==> src/design/cpd_pkg.sv <==
// cpd_pkg: shared constants, configuration indexes and the queue entry type
// of the command packet deserializer
// no dependencies
package cpd_pkg;

  localparam int unsigned PosW      = 11;
  localparam int unsigned LenW      = PosW + 1;
  localparam int unsigned CfgIdxW   = 8;
  localparam int unsigned QDepth    = 4;
  localparam int unsigned QPtrW     = $clog2(QDepth);
  localparam int unsigned QCntW     = $clog2(QDepth + 1);

  localparam int unsigned HeaderBytes = 26;
  localparam int unsigned MaxIds      = 256;

  localparam logic [PosW-1:0] PosMax      = '1;
  localparam logic [PosW-1:0] PosMagic0   = PosW'(0);
  localparam logic [PosW-1:0] PosMagic1   = PosW'(1);
  localparam logic [PosW-1:0] PosMagic2   = PosW'(2);
  localparam logic [PosW-1:0] PosVersion  = PosW'(3);
  localparam logic [PosW-1:0] PosTickEnd  = PosW'(7);
  localparam logic [PosW-1:0] PosSeqEnd   = PosW'(11);
  localparam logic [PosW-1:0] PosPlayer   = PosW'(12);
  localparam logic [PosW-1:0] PosOrder    = PosW'(13);
  localparam logic [PosW-1:0] PosXEnd     = PosW'(17);
  localparam logic [PosW-1:0] PosZEnd     = PosW'(21);
  localparam logic [PosW-1:0] PosCountEnd = PosW'(25);
  localparam logic [PosW-1:0] PosIdStart  = PosW'(HeaderBytes);
  localparam logic [1:0]      IdPhase     = 2'((HeaderBytes + 3) % 4);

  localparam logic [7:0] MagicV   = 8'h56;
  localparam logic [7:0] MagicF   = 8'h46;
  localparam logic [7:0] MagicC   = 8'h43;
  localparam logic [7:0] Version  = 8'h01;
  localparam logic [7:0] PlayerLimit = 8'd2;
  localparam logic [7:0] OrderMax    = 8'd3;

  localparam logic [CfgIdxW-1:0] CfgXLimit = CfgIdxW'(0);
  localparam logic [CfgIdxW-1:0] CfgZLimit = CfgIdxW'(1);
  localparam logic [31:0]        LimitReset = 32'd32768;

  localparam logic KindId      = 1'b0;
  localparam logic KindVerdict = 1'b1;

  typedef struct packed {
    logic        has_id;
    logic [31:0] id;
    logic        has_verdict;
    logic        accepted;
    logic [31:0] tick;
    logic [31:0] seq;
    logic [7:0]  player;
    logic [7:0]  order;
    logic [31:0] x;
    logic [31:0] z;
    logic [31:0] count;
  } entry_t;

  typedef struct packed {
    logic full;
    logic empty;
  } q_stat_t;

endpackage

==> src/design/cpd_channels.sv <==
// cpd_channels: valid/ready channel interfaces for packet bytes, results and
// configuration writes
// depends on cpd_pkg
interface cpd_byte_if;
  logic       valid;
  logic       ready;
  logic [7:0] data_byte;
  logic       end_of_packet;
  modport source (output valid, output data_byte, output end_of_packet, input ready);
  modport sink   (input valid, input data_byte, input end_of_packet, output ready);
endinterface

interface cpd_result_if;
  logic        valid;
  logic        ready;
  logic        item_kind;
  logic [31:0] unit_id;
  logic        accepted;
  logic [31:0] tick_value;
  logic [31:0] sequence_value;
  logic [7:0]  player_value;
  logic [7:0]  order_value;
  logic [31:0] x_value;
  logic [31:0] z_value;
  logic [31:0] id_count;
  modport source (output valid, output item_kind, output unit_id, output accepted,
                  output tick_value, output sequence_value, output player_value,
                  output order_value, output x_value, output z_value, output id_count,
                  input ready);
  modport sink   (input valid, input item_kind, input unit_id, input accepted,
                  input tick_value, input sequence_value, input player_value,
                  input order_value, input x_value, input z_value, input id_count,
                  output ready);
endinterface

interface cpd_cfg_if;
  logic                        valid;
  logic                        ready;
  logic [cpd_pkg::CfgIdxW-1:0] index;
  logic [31:0]                 data;
  modport source (output valid, output index, output data, input ready);
  modport sink   (input valid, input index, input data, output ready);
endinterface

==> src/design/cpd_front.sv <==
// cpd_front: byte acceptance, header assembly, checks and verdict, pushing
// id and verdict entries into the queue
// depends on cpd_pkg and cpd_channels
module cpd_front (
  input  logic              clk_i,
  input  logic              rst_ni,
  cpd_byte_if.sink          byte_i,
  cpd_cfg_if.sink           cfg_i,
  input  cpd_pkg::q_stat_t  q_stat_i,
  output logic              push_o,
  output cpd_pkg::entry_t   entry_o
);

  logic [cpd_pkg::PosW-1:0] pos_q, pos_d;
  logic [31:0] shift_q, shift_d;
  logic [31:0] tick_q, tick_d;
  logic [31:0] seq_q, seq_d;
  logic [7:0]  player_q, player_d;
  logic [7:0]  order_q, order_d;
  logic [31:0] x_q, x_d;
  logic [31:0] z_q, z_d;
  logic [31:0] count_q, count_d;
  logic [31:0] prev_q, prev_d;
  logic        err_q, err_d;
  logic [31:0] x_limit_q, z_limit_q;

  logic [7:0] b;
  logic       accept, sat, id_done, magic_bad, id_bad, ok;
  logic [cpd_pkg::LenW-1:0] len, exp_len;

  assign cfg_i.ready  = 1'b1;
  assign byte_i.ready = !q_stat_i.full;

  always_comb begin
    b       = byte_i.data_byte;
    accept  = byte_i.valid && !q_stat_i.full;
    sat     = (pos_q == cpd_pkg::PosMax);
    shift_d = sat ? shift_q : {b, shift_q[31:8]};

    tick_d   = (!sat && pos_q == cpd_pkg::PosTickEnd)  ? shift_d : tick_q;
    seq_d    = (!sat && pos_q == cpd_pkg::PosSeqEnd)   ? shift_d : seq_q;
    player_d = (!sat && pos_q == cpd_pkg::PosPlayer)   ? b       : player_q;
    order_d  = (!sat && pos_q == cpd_pkg::PosOrder)    ? b       : order_q;
    x_d      = (!sat && pos_q == cpd_pkg::PosXEnd)     ? shift_d : x_q;
    z_d      = (!sat && pos_q == cpd_pkg::PosZEnd)     ? shift_d : z_q;
    count_d  = (!sat && pos_q == cpd_pkg::PosCountEnd) ? shift_d : count_q;

    // an id completes on every fourth byte past the header
    id_done = !sat && (pos_q >= cpd_pkg::PosIdStart) && (pos_q[1:0] == cpd_pkg::IdPhase);

    magic_bad = !sat && ((pos_q == cpd_pkg::PosMagic0  && b != cpd_pkg::MagicV) ||
                         (pos_q == cpd_pkg::PosMagic1  && b != cpd_pkg::MagicF) ||
                         (pos_q == cpd_pkg::PosMagic2  && b != cpd_pkg::MagicC) ||
                         (pos_q == cpd_pkg::PosVersion && b != cpd_pkg::Version));
    id_bad = id_done && (shift_d <= prev_q);
    err_d  = err_q || sat || magic_bad || id_bad;
    prev_d = id_done ? shift_d : prev_q;
    pos_d  = sat ? pos_q : pos_q + 1'b1;

    // length of the packet including this byte
    len     = {1'b0, pos_q} + 1'b1;
    exp_len = cpd_pkg::LenW'(cpd_pkg::HeaderBytes) + {1'b0, count_d[8:0], 2'b00};

    ok = !err_d &&
         (len >= cpd_pkg::LenW'(cpd_pkg::HeaderBytes)) &&
         (count_d != 32'd0) && (count_d <= 32'(cpd_pkg::MaxIds)) &&
         (len == exp_len) &&
         (player_d < cpd_pkg::PlayerLimit) &&
         (seq_d != 32'd0) &&
         (order_d <= cpd_pkg::OrderMax) &&
         (x_d < x_limit_q) &&
         (z_d < z_limit_q);

    entry_o.has_id      = id_done;
    entry_o.id          = shift_d;
    entry_o.has_verdict = byte_i.end_of_packet;
    entry_o.accepted    = ok;
    entry_o.tick        = tick_d;
    entry_o.seq         = seq_d;
    entry_o.player      = player_d;
    entry_o.order       = order_d;
    entry_o.x           = x_d;
    entry_o.z           = z_d;
    entry_o.count       = count_d;

    push_o = accept && (id_done || byte_i.end_of_packet);
  end

  always_ff @(posedge clk_i or negedge rst_ni) begin
    if (!rst_ni) begin
      x_limit_q <= cpd_pkg::LimitReset;
      z_limit_q <= cpd_pkg::LimitReset;
    end else if (cfg_i.valid) begin
      if (cfg_i.index == cpd_pkg::CfgXLimit) begin
        x_limit_q <= cfg_i.data;
      end
      if (cfg_i.index == cpd_pkg::CfgZLimit) begin
        z_limit_q <= cfg_i.data;
      end
    end
  end

  always_ff @(posedge clk_i or negedge rst_ni) begin
    if (!rst_ni) begin
      pos_q    <= '0;
      shift_q  <= '0;
      tick_q   <= '0;
      seq_q    <= '0;
      player_q <= '0;
      order_q  <= '0;
      x_q      <= '0;
      z_q      <= '0;
      count_q  <= '0;
      prev_q   <= '0;
      err_q    <= 1'b0;
    end else if (accept) begin
      if (byte_i.end_of_packet) begin
        pos_q    <= '0;
        shift_q  <= '0;
        tick_q   <= '0;
        seq_q    <= '0;
        player_q <= '0;
        order_q  <= '0;
        x_q      <= '0;
        z_q      <= '0;
        count_q  <= '0;
        prev_q   <= '0;
        err_q    <= 1'b0;
      end else begin
        pos_q    <= pos_d;
        shift_q  <= shift_d;
        tick_q   <= tick_d;
        seq_q    <= seq_d;
        player_q <= player_d;
        order_q  <= order_d;
        x_q      <= x_d;
        z_q      <= z_d;
        count_q  <= count_d;
        prev_q   <= prev_d;
        err_q    <= err_d;
      end
    end
  end

endmodule

==> src/design/cpd_queue.sv <==
// cpd_queue: short first-in first-out queue of entries between front and back
// depends on cpd_pkg
module cpd_queue (
  input  logic              clk_i,
  input  logic              rst_ni,
  input  logic              push_i,
  input  cpd_pkg::entry_t   entry_i,
  input  logic              pop_i,
  output cpd_pkg::entry_t   head_o,
  output cpd_pkg::q_stat_t  stat_o
);

  cpd_pkg::entry_t mem_q [cpd_pkg::QDepth];
  logic [cpd_pkg::QPtrW-1:0] wr_ptr_q, rd_ptr_q;
  logic [cpd_pkg::QCntW-1:0] cnt_q;
  logic do_push, do_pop;

  assign stat_o.full  = (cnt_q == cpd_pkg::QCntW'(cpd_pkg::QDepth));
  assign stat_o.empty = (cnt_q == '0);
  assign head_o       = mem_q[rd_ptr_q];
  assign do_push      = push_i && !stat_o.full;
  assign do_pop       = pop_i && !stat_o.empty;

  always_ff @(posedge clk_i) begin
    if (do_push) begin
      mem_q[wr_ptr_q] <= entry_i;
    end
  end

  always_ff @(posedge clk_i or negedge rst_ni) begin
    if (!rst_ni) begin
      wr_ptr_q <= '0;
      rd_ptr_q <= '0;
      cnt_q    <= '0;
    end else begin
      if (do_push) begin
        wr_ptr_q <= (wr_ptr_q == cpd_pkg::QPtrW'(cpd_pkg::QDepth - 1)) ? '0 : wr_ptr_q + 1'b1;
      end
      if (do_pop) begin
        rd_ptr_q <= (rd_ptr_q == cpd_pkg::QPtrW'(cpd_pkg::QDepth - 1)) ? '0 : rd_ptr_q + 1'b1;
      end
      if (do_push && !do_pop) begin
        cnt_q <= cnt_q + 1'b1;
      end else if (do_pop && !do_push) begin
        cnt_q <= cnt_q - 1'b1;
      end
    end
  end

  // the front must never push into a full queue, nor the back pop an empty one
  a_no_push_full: assert property (@(posedge clk_i) disable iff (!rst_ni)
    push_i |-> !stat_o.full) else $error("push into full queue");
  a_no_pop_empty: assert property (@(posedge clk_i) disable iff (!rst_ni)
    pop_i |-> !stat_o.empty) else $error("pop from empty queue");
  a_cnt_bound: assert property (@(posedge clk_i) disable iff (!rst_ni)
    cnt_q <= cpd_pkg::QCntW'(cpd_pkg::QDepth)) else $error("queue count overrun");

endmodule

==> src/design/cpd_back.sv <==
// cpd_back: drains queue entries into result transactions through an output
// register, splitting an entry with an id and a verdict into two items
// depends on cpd_pkg and cpd_channels
module cpd_back (
  input  logic              clk_i,
  input  logic              rst_ni,
  input  cpd_pkg::entry_t   head_i,
  input  cpd_pkg::q_stat_t  q_stat_i,
  output logic              pop_o,
  cpd_result_if.source      result_o
);

  logic        valid_q;
  logic        id_sent_q;
  logic        kind_q;
  logic [31:0] id_q;
  logic        acc_q;
  logic [31:0] tick_q, seq_q, x_q, z_q, count_q;
  logic [7:0]  player_q, order_q;
  logic        load, emit_id;

  assign load    = !valid_q || result_o.ready;
  assign emit_id = head_i.has_id && !id_sent_q;
  assign pop_o   = load && !q_stat_i.empty && !(emit_id && head_i.has_verdict);

  always_ff @(posedge clk_i or negedge rst_ni) begin
    if (!rst_ni) begin
      valid_q   <= 1'b0;
      id_sent_q <= 1'b0;
    end else if (load) begin
      valid_q <= !q_stat_i.empty;
      if (!q_stat_i.empty) begin
        id_sent_q <= emit_id && head_i.has_verdict;
      end
    end
  end

  always_ff @(posedge clk_i) begin
    if (load && !q_stat_i.empty) begin
      if (emit_id) begin
        kind_q   <= cpd_pkg::KindId;
        id_q     <= head_i.id;
        acc_q    <= 1'b0;
        tick_q   <= '0;
        seq_q    <= '0;
        player_q <= '0;
        order_q  <= '0;
        x_q      <= '0;
        z_q      <= '0;
        count_q  <= '0;
      end else begin
        kind_q   <= cpd_pkg::KindVerdict;
        id_q     <= '0;
        acc_q    <= head_i.accepted;
        tick_q   <= head_i.tick;
        seq_q    <= head_i.seq;
        player_q <= head_i.player;
        order_q  <= head_i.order;
        x_q      <= head_i.x;
        z_q      <= head_i.z;
        count_q  <= head_i.count;
      end
    end
  end

  assign result_o.valid          = valid_q;
  assign result_o.item_kind      = kind_q;
  assign result_o.unit_id        = id_q;
  assign result_o.accepted       = acc_q;
  assign result_o.tick_value     = tick_q;
  assign result_o.sequence_value = seq_q;
  assign result_o.player_value   = player_q;
  assign result_o.order_value    = order_q;
  assign result_o.x_value        = x_q;
  assign result_o.z_value        = z_q;
  assign result_o.id_count       = count_q;

  // a half-sent entry stays at the head until its verdict goes out
  a_split_head: assert property (@(posedge clk_i) disable iff (!rst_ni)
    id_sent_q |-> (!q_stat_i.empty && head_i.has_verdict)) else $error("lost split entry");
  a_split_order: assert property (@(posedge clk_i) disable iff (!rst_ni)
    id_sent_q |-> (valid_q && kind_q == cpd_pkg::KindId)) else $error("split out of order");

endmodule

==> src/design/command_packet_deserializer_top.sv <==
// command_packet_deserializer_top: top level of the command packet deserializer
// depends on cpd_pkg, cpd_channels, cpd_front, cpd_queue and cpd_back
//
// Takes a command packet one byte per transaction on byte_i, the final byte
// marked by end_of_packet, and returns result transactions on result_o: an
// id item (item_kind 0) each time a four-byte unit id past the 26-byte header
// completes, and one verdict item (item_kind 1) for the final byte carrying
// the accept flag and the decoded header; when the final byte also completes
// an id, the id item comes first. One byte is accepted per cycle as long as
// the four-entry queue between the front and the back has room; the back
// delivers one result per cycle while result_o is ready, so an entry holding
// both an id and a verdict goes out as two items and the queue absorbs the
// difference. A result passes through the queue and then the output register
// before it is presented on result_o, and a verdict that shares its byte with
// an id item follows that id item.
// Limit registers x_limit (index 0) and z_limit (index 1) are to be written
// through cfg_i only while the block is idle, which the block itself does not enforce; other indexes are ignored.

module command_packet_deserializer_top (
  input  logic          clk_i,
  input  logic          rst_ni,
  cpd_byte_if.sink      byte_i,
  cpd_cfg_if.sink       cfg_i,
  cpd_result_if.source  result_o
);

  // queue handshake between the front and the back
  logic             push, pop;
  cpd_pkg::entry_t  push_entry, head_entry;
  cpd_pkg::q_stat_t q_stat;

  // front: byte counting, header assembly, checks and verdict
  cpd_front u_front (
    .clk_i    (clk_i),
    .rst_ni   (rst_ni),
    .byte_i   (byte_i),
    .cfg_i    (cfg_i),
    .q_stat_i (q_stat),
    .push_o   (push),
    .entry_o  (push_entry)
  );

  // decoupling queue
  cpd_queue u_queue (
    .clk_i   (clk_i),
    .rst_ni  (rst_ni),
    .push_i  (push),
    .entry_i (push_entry),
    .pop_i   (pop),
    .head_o  (head_entry),
    .stat_o  (q_stat)
  );

  // back: result formatting and output register
  cpd_back u_back (
    .clk_i    (clk_i),
    .rst_ni   (rst_ni),
    .head_i   (head_entry),
    .q_stat_i (q_stat),
    .pop_o    (pop),
    .result_o (result_o)
  );

endmodule

==> src/flat_wrapper.sv <==
// flat-port wrapper written by rule: the top's interface ports become plain ports
module command_packet_deserializer_top_flat 
  (clk_i, rst_ni, byte_i_valid, byte_i_data_byte, byte_i_end_of_packet, byte_i_ready, cfg_i_valid, cfg_i_index, cfg_i_data, cfg_i_ready, result_o_valid, result_o_item_kind, result_o_unit_id, result_o_accepted, result_o_tick_value, result_o_sequence_value, result_o_player_value, result_o_order_value, result_o_x_value, result_o_z_value, result_o_id_count, result_o_ready);
  cpd_byte_if byte_i_i ();
  cpd_cfg_if cfg_i_i ();
  cpd_result_if result_o_i ();
  input  logic clk_i;
  input  logic rst_ni;
  input wire logic [$bits(byte_i_i.valid)-1:0] byte_i_valid;
  input wire logic [$bits(byte_i_i.data_byte)-1:0] byte_i_data_byte;
  input wire logic [$bits(byte_i_i.end_of_packet)-1:0] byte_i_end_of_packet;
  output wire logic [$bits(byte_i_i.ready)-1:0] byte_i_ready;
  input wire logic [$bits(cfg_i_i.valid)-1:0] cfg_i_valid;
  input wire logic [$bits(cfg_i_i.index)-1:0] cfg_i_index;
  input wire logic [$bits(cfg_i_i.data)-1:0] cfg_i_data;
  output wire logic [$bits(cfg_i_i.ready)-1:0] cfg_i_ready;
  output wire logic [$bits(result_o_i.valid)-1:0] result_o_valid;
  output wire logic [$bits(result_o_i.item_kind)-1:0] result_o_item_kind;
  output wire logic [$bits(result_o_i.unit_id)-1:0] result_o_unit_id;
  output wire logic [$bits(result_o_i.accepted)-1:0] result_o_accepted;
  output wire logic [$bits(result_o_i.tick_value)-1:0] result_o_tick_value;
  output wire logic [$bits(result_o_i.sequence_value)-1:0] result_o_sequence_value;
  output wire logic [$bits(result_o_i.player_value)-1:0] result_o_player_value;
  output wire logic [$bits(result_o_i.order_value)-1:0] result_o_order_value;
  output wire logic [$bits(result_o_i.x_value)-1:0] result_o_x_value;
  output wire logic [$bits(result_o_i.z_value)-1:0] result_o_z_value;
  output wire logic [$bits(result_o_i.id_count)-1:0] result_o_id_count;
  input wire logic [$bits(result_o_i.ready)-1:0] result_o_ready;
  assign byte_i_i.valid = byte_i_valid;
  assign byte_i_i.data_byte = byte_i_data_byte;
  assign byte_i_i.end_of_packet = byte_i_end_of_packet;
  assign byte_i_ready = byte_i_i.ready;
  assign cfg_i_i.valid = cfg_i_valid;
  assign cfg_i_i.index = cfg_i_index;
  assign cfg_i_i.data = cfg_i_data;
  assign cfg_i_ready = cfg_i_i.ready;
  assign result_o_valid = result_o_i.valid;
  assign result_o_item_kind = result_o_i.item_kind;
  assign result_o_unit_id = result_o_i.unit_id;
  assign result_o_accepted = result_o_i.accepted;
  assign result_o_tick_value = result_o_i.tick_value;
  assign result_o_sequence_value = result_o_i.sequence_value;
  assign result_o_player_value = result_o_i.player_value;
  assign result_o_order_value = result_o_i.order_value;
  assign result_o_x_value = result_o_i.x_value;
  assign result_o_z_value = result_o_i.z_value;
  assign result_o_id_count = result_o_i.id_count;
  assign result_o_i.ready = result_o_ready;
  command_packet_deserializer_top u_core (.clk_i(clk_i), .rst_ni(rst_ni), .byte_i(byte_i_i), .cfg_i(cfg_i_i), .result_o(result_o_i));
endmodule
==> config.mk <==
export PLATFORM = sky130hd
export DESIGN_NAME = command_packet_deserializer_top_flat
export DESIGN_NICKNAME = d
export VERILOG_FILES = /design/src/design/cpd_pkg.sv /design/src/design/cpd_channels.sv /design/src/design/cpd_front.sv /design/src/design/cpd_queue.sv /design/src/design/cpd_back.sv /design/src/design/command_packet_deserializer_top.sv /design/src/flat_wrapper.sv
export SDC_FILE = /design/constraint.sdc
export NUM_CORES = 2
export LEC_CHECK = 0
export ABC_AREA = 1
export ABC_CLOCK_PERIOD_IN_PS = 14800
export BUFFER_PORTS_ARGS = -buffer_cell sky130_fd_sc_hd__buf_2
export CORE_ASPECT_RATIO = 1.25
export CORE_MARGIN = 2
export CORE_UTILIZATION = 45
export CTS_BUF_LIST = sky130_fd_sc_hd__clkbuf_4 sky130_fd_sc_hd__clkbuf_8
export CTS_CLUSTER_SIZE = 28
export DETAILED_ROUTE_END_ITERATION = 7
export PLACE_DENSITY = 0.72
export SYNTH_ARGS = -nofsm -noshare
export SYNTH_HDL_FRONTEND = slang
export SYNTH_SLANG_ARGS = --single-unit
==> constraint.sdc <==
create_clock -name clk_i -period 14.8 [get_ports clk_i]
set_clock_uncertainty 0.15 [all_clocks]
set_input_delay 0.74 -clock clk_i [delete_from_list [all_inputs] [get_ports clk_i]]
set_output_delay 0.74 -clock clk_i [all_outputs]
set_load 0.01 [all_outputs]
-- After elaboration in Yosys (flattened, before gate mapping)
Memory sizes are Yosys's and may differ from the RTL's.
Cells that the tools add are included.
- bitwise logic cells: 1
- multiplexer cells: 28
- equality and inequality tests: 22
- $add $sub $neg: 7
- reductions and logical operators: 63
- order comparisons: 8
- operators with widths (cell ; number):
    $mux W32 ; 14
    $lt A32 B32 Y1 ; 2
    $reduce_bool A32 Y1 ; 2
    $logic_and A1 B1 Y1 ; 34
    $eq A11 B4 Y1 const B ; 3
    $eq A11 B5 Y1 const B ; 3
    $le A32 B32 Y1 ; 1
    $le A32 B9 Y1 const B ; 1
    $mux W8 ; 4
    $ne A8 B7 Y1 const B ; 3
    $eq A11 B2 Y1 const B ; 2
    $mux W11 ; 2
    $add A11 B1 Y12 const B ; 1
    $add A5 B11 Y12 const A ; 1
    $eq A12 B12 Y1 ; 1
    $ge A12 B5 Y1 const B ; 1
    $add A11 B1 Y11 const B ; 1
    $eq A11 B1 Y1 const B ; 1
    $eq A11 B11 Y1 const B ; 1
    $eq A11 B3 Y1 const B ; 1
    $ge A11 B5 Y1 const B ; 1
    $logic_not A11 Y1 ; 1
    $reduce_and A2 Y1 ; 5
    $logic_not A1 Y1 ; 9
    19 further kinds ; 34
- bits of input ports: 54
- logic and storage cells: 158
- bits in registers: 535
- memories kept: 1
- output and inout port bits: 213
- memory bits (writable): 844
- memory list (memory ; words ; bits a word ; rd ports ; clocked after memory_dff ; wr ports ; line ; text):
    u_core.u_queue.mem_q ; 4 ; 211 ; 1 ; 0 ; 1 ; cpd_queue.sv:13 ; cpd_pkg::entry_t mem_q [cpd_pkg::QDepth];

-- Longest topological paths before layout
- depth after elaboration: 18
- mapped depth: 28
- depth with buffers taken out: 27

-- Hierarchy
Synthesis repeated with hierarchy kept, for this count alone.
- cell total of the unflattened synthesis: 5668
- area total of the unflattened synthesis: 60748.3 µm²
- by module, submodules not included (module ; area each (µm²) ; cells each ; seq. area each (µm²) ; instances):
    cpd_queue ; 33987.6 ; 2523 ; 25519.5 ; 1
    cpd_front ; 18318.8 ; 2478 ; 7910.1 ; 1
    cpd_back ; 8441.8 ; 667 ; 6356.1 ; 1

-- Least setup slack after synthesis
Ideal clock, no wire load.
- path type: reg2reg
- from: reg u_core.u_queue.cnt_q[1] in the netlist's numbering
- to: reg u_core.u_queue.cnt_q[1] in the netlist's numbering
- buffers on the path: 0
- period minus slack after synthesis: 14.001 ns
- cell stages (with the launch flop): 9
- setup slack: 0.799 ns
- setup time: 0.123 ns
- required time: 14.527 ns
- data arrival time: 13.727 ns
- path through: dfrtp_1 > inv_1 > a31oi_1 > nand2_1 > ha_1 > inv_1 > fa_1 > nor2_1 > a21oi_1
- longest elaborated chain between the ends: 8
- elaborated cells between the ends (all ways): 19
- classes of those cells: 2 x add/sub; 1 x eq/ne; 2 x mux; 14 x reduce/logical
- ends and longest elaborated chain (element ; line ; text):
    start: declaration ; cpd_queue.sv:15 ; logic [cpd_pkg::QCntW-1:0] cnt_q;
    start signal: assignment ; cpd_queue.sv:43 ; cnt_q <= cnt_q + 1'b1;
    start signal: assignment ; cpd_queue.sv:45 ; cnt_q <= cnt_q - 1'b1;
    $eq A3 B3 Y1 or $logic_not A3 Y1 (tied branches) ; cpd_queue.sv:18, cpd_queue.sv:19 ;
    $logic_not A1 Y1 (on tied branches) ; - ;
    $logic_and A1 B1 Y1 (on tied branches) ; cpd_front.sv:36, cpd_back.sv:24 ;
    $logic_and A1 B1 Y1 (on tied branches) ; cpd_front.sv:86, cpd_back.sv:24 ;
    $logic_and A1 B1 Y1 (on tied branches) ; cpd_queue.sv:21, cpd_queue.sv:22 ;
    $logic_not A1 Y1 (on tied branches) ; cpd_queue.sv:44, cpd_queue.sv:42 ;
    $logic_and A1 B1 Y1 (on tied branches) ; cpd_queue.sv:44, cpd_queue.sv:42 ;
    $reduce_bool A2 Y1 (no source line) or $mux W3 (tied branches) ; - ;
Several ways; a longest one is shown, not always the timed one. The select of a mux whose other input is x is not followed.
A chain may end at the register's enable or synchronous reset.

==> out/metrics.yaml <==
status: "completed"
pwr_density_cell_nw_per_um2: 180
synth_top_area_share_pct: 55.1
synth_adder_area_share_pct: 2.34
synth.most_common_cell: "edfxtp_1"
first_pass_iters: 6
fin_ws_ns: 8.61
worst_ep_arrival_time_ns: 6.84
overflow: 0
syn_area_um2: 57400
stdcell_count: 7280
yosys.area_share.simple_pct: 10.5
synth-async-reset-ratio_pct: 23.6
syn-mean-instance-area_um2: 11.3
place_area_um2: 60400
tightestPinTransition_ns: 1.19
synth_edf_count: 1054
p_clk_share_pct: 27.5
postRouteWirelength_mm: 152
via_per_inst: 5.42
io_buffers: 265
fin_area_um2: 65100
synthXorXnorAreaFrac_pct: 0.122
p_comb_share_pct: 28.1
gp_congestion: 0.895
power_frac_seq_pct: 44.4
total_power_mw: 11.7
clk_pin_slew_ns: 0.06
yosysSeqAreaShare_pct: 69.3
io-pin-count: 267
p_sw_mw: 4.11
synth.largest_area_cell: "edfxtp_1"
fmax_ghz: 0.161
dp_cells: 6852
grt_pass1_wl_mm: 227
antenna_found_initial: 7
syn_inst: 5096
track_usage_pct: 23.0
min_period_ns: 6.19
fin_tns_setup_ns: 0
cts-buffers-inserted: 205
ant_nets: 0
initial_core_util_pct: 45.4
drive_above_1_share_pct: 13.4
post-cts-setup-buffer-count: 0
synth-seq-cells: 1379
ys_types: 53
grt_setup_unrepaired: "false"
p_leak_nw: 27.4
syn-num-nets: 5257
vdd_ir_drop_max_mv: 0.130
relSlewSlack_pct: 19.5
critPathRequiredTime_ns: 15.44
vias: 39400
ys.flop_type: "edfxtp_1"
synth_area_leaders: "edfxtp_1 55%, dfrtp_1 14%, o21ai_0 5.8%"
clock_sinks: 1379
die_h_um: 403
setup_viol: 0
tritoncts: "done"
yosysWarnings: 0
cts_root_buf: "clkbuf_8"
report.final.slew_viol_count: 0
dieWidth_um: 323
die_area_um2: 130000
drtIter0Drc: 4230
fin_crit_sh_pct: 41.8
fillers: 10900
drc: 0
muxShareOfSynthArea_pct: 0
cts_max_level: 4
yosys-top-cells-count: "1054 x edfxtp_1, 744 x nand2_1, 664 x o21ai_0, 623 x inv_1, 613 x nor2_1"
synth_compound_area_share_pct: 11.6
clock_latency_ns: 0.95
synth_top_family_by_area: "compound AO/OA/AOI/OAI gates"
core_area_um2: 127000
pre_cts_slack_ns: 8.70
cap_violations: 0
post_drt_wl_per_cell_um: 20.8
hold_path.class: "input pin to register"
fin_nets: 5553
grt_pass1_vias: 38000
swShare_pct: 35.1
hold_violations: 0
clockBufferDepth: 3
cp-start-kind: "register"
hpwl_mm: 92.9
end_kind: "register"
grt_start_max_net_pins: 144
path_class: "register to register"
syn_to_final_growth_pct: 13.3
p_int_mw: 7.58
cp_max_fo: 48
num_rows: 146
## area by class of cell
type	instances	area, um^2	share of cell area, %
flip-flops and latches	1379	39800	61.2
multi-input cells	2812	14200	21.9
repair buffers	364	2180	3.35
well taps	1702	2130	3.27
diodes	5	12.5	0.0192
clock buffers	311	3780	5.81
clock inverters	77	547	0.840
inverters	630	2380	3.66
## final timing paths
path                                           from  slack (ns)  cells after the start                      endpoint
max in group asynchronous                    rst_ni       11.92                      4    u_core.u_queue.rd_ptr_q[1]
min in group asynchronous                    rst_ni        0.20                      2         u_core.u_front.x_q[7]
min                                  cfg_i_data[25]        0.10                      3  u_core.u_front.z_limit_q[25]
max reg2reg                 u_core.u_front.pos_q[0]        8.61                     14       u_core.u_queue.cnt_q[1]
min reg2reg                u_core.u_front.seq_q[11]        0.33                      2      u_core.u_front.seq_q[11]
max                         u_core.u_front.pos_q[0]        8.61                     14       u_core.u_queue.cnt_q[1]
## routing by layer
metal  global-route usage (%)  vias to the layer above  routed length (um)
met3                     4.59                      336               11400
met1                     29.5                    19400               59800
li1                         -                    18100                   -
met4                     9.90                        4                6070
met2                     37.9                     1606               74300
met5                        0                        -                  28
## power by group through the flow
stage          logic [mW]  registers (mW)  clock network, mW
6_report             3.28            5.19               3.21
5_1_grt              3.64            5.25               3.42
4_1_cts              3.33            5.20               3.26
3_5_place_dp         3.31            5.28                  0
3_3_place_gp         3.26            5.27                  0
2_1_floorplan        1.85            5.53                  0
## cell usage in the layout, fill, tap and decap left out, types with 7 or more instances in the layout
| cell | synthesis | layout |
|---|---|---|
| nand2_2 | 10 | 11 |
| o21ai_2 | 11 | 11 |
| o22ai_1 | 301 | 301 |
| nand3_1 | 78 | 78 |
| clkbuf_8 | 0 | 231 |
| buf_2 | 12 | 264 |
| a22o_1 | 73 | 73 |
| nor2_4 | 3 | 8 |
| clkinv_2 | 0 | 19 |
| edfxtp_1 | 1054 | 1054 |
| clkbuf_4 | 0 | 80 |
| buf_4 | 5 | 63 |
| a21oi_1 | 106 | 106 |
| o21ai_0 | 664 | 661 |
| dlygate4sd3_1 | 0 | 35 |
| nor2_1 | 613 | 608 |
| nor3_1 | 11 | 11 |
| o21ai_1 | 7 | 10 |
| nand2_1 | 744 | 741 |
| inv_1 | 623 | 620 |
| nand4_1 | 27 | 27 |
| clkinv_1 | 2 | 37 |
| clkinvlp_4 | 0 | 7 |
| ha_1 | 106 | 106 |
| dfrtp_1 | 323 | 321 |
## timing repair
item,in CTS,in global routing
hold endpoints to repair,132,0
resized for setup,0,0
hold buffers,35,0
## registers in the layout, summed over array words and instances, names as in the netlist, 11 cells and up
register and count:
u_core.u_front.tick_q 32, u_core.u_queue.mem_q 844, u_core.u_front.x_limit_q 32, u_core.u_front.pos_q 11
u_core.u_back.result_o.tick_value 32, u_core.u_back.result_o.x_value 32, u_core.u_front.seq_q 32, u_core.u_front.count_q 32
u_core.u_back.result_o.sequence_value 32, u_core.u_back.result_o.z_value 32, u_core.u_front.x_q 32, u_core.u_front.z_q 32
u_core.u_front.shift_q 32, u_core.u_front.z_limit_q 32, u_core.u_front.prev_q 32, u_core.u_back.result_o.unit_id 32
u_core.u_back.result_o.id_count 32
## cell families (layout without fill, tap and decap cells)
family	Yosys count	after routing
DFF	1379	1379
AOI/OAI and AO/OA	1183	1183
buffers and inverters	905	1382
and+or+nand+nor	1513	1513
adders and majority gates	107	107
other	1	6
xor gates and xnor gates	8	8
## through the flow
stage	hold slack, ns	util (%)
floorplan	0.294	-
global route	0.0983	51.4
CTS	0.0135	51.4
finish	0.102	51.4
global placement	0.311	47.7
detailed placement	0.319	47.7
## critical path, stage by stage, from the launching register on
cell and delay [ns]:
dfrtp_1 0.43, ha_1 0.33, inv_2 0.10, nor2_4 0.36, nand3_4 0.56, nand2_2 0.58, nor2_1 0.22, o21ai_1 0.79
clkinv_1 1.11, buf_4 0.54, ha_1 0.22, inv_1 0.10, fa_1 0.41, nor2_1 0.10, a21oi_1 0.06
No activity file was read; power rests on OpenSTA's default activity.
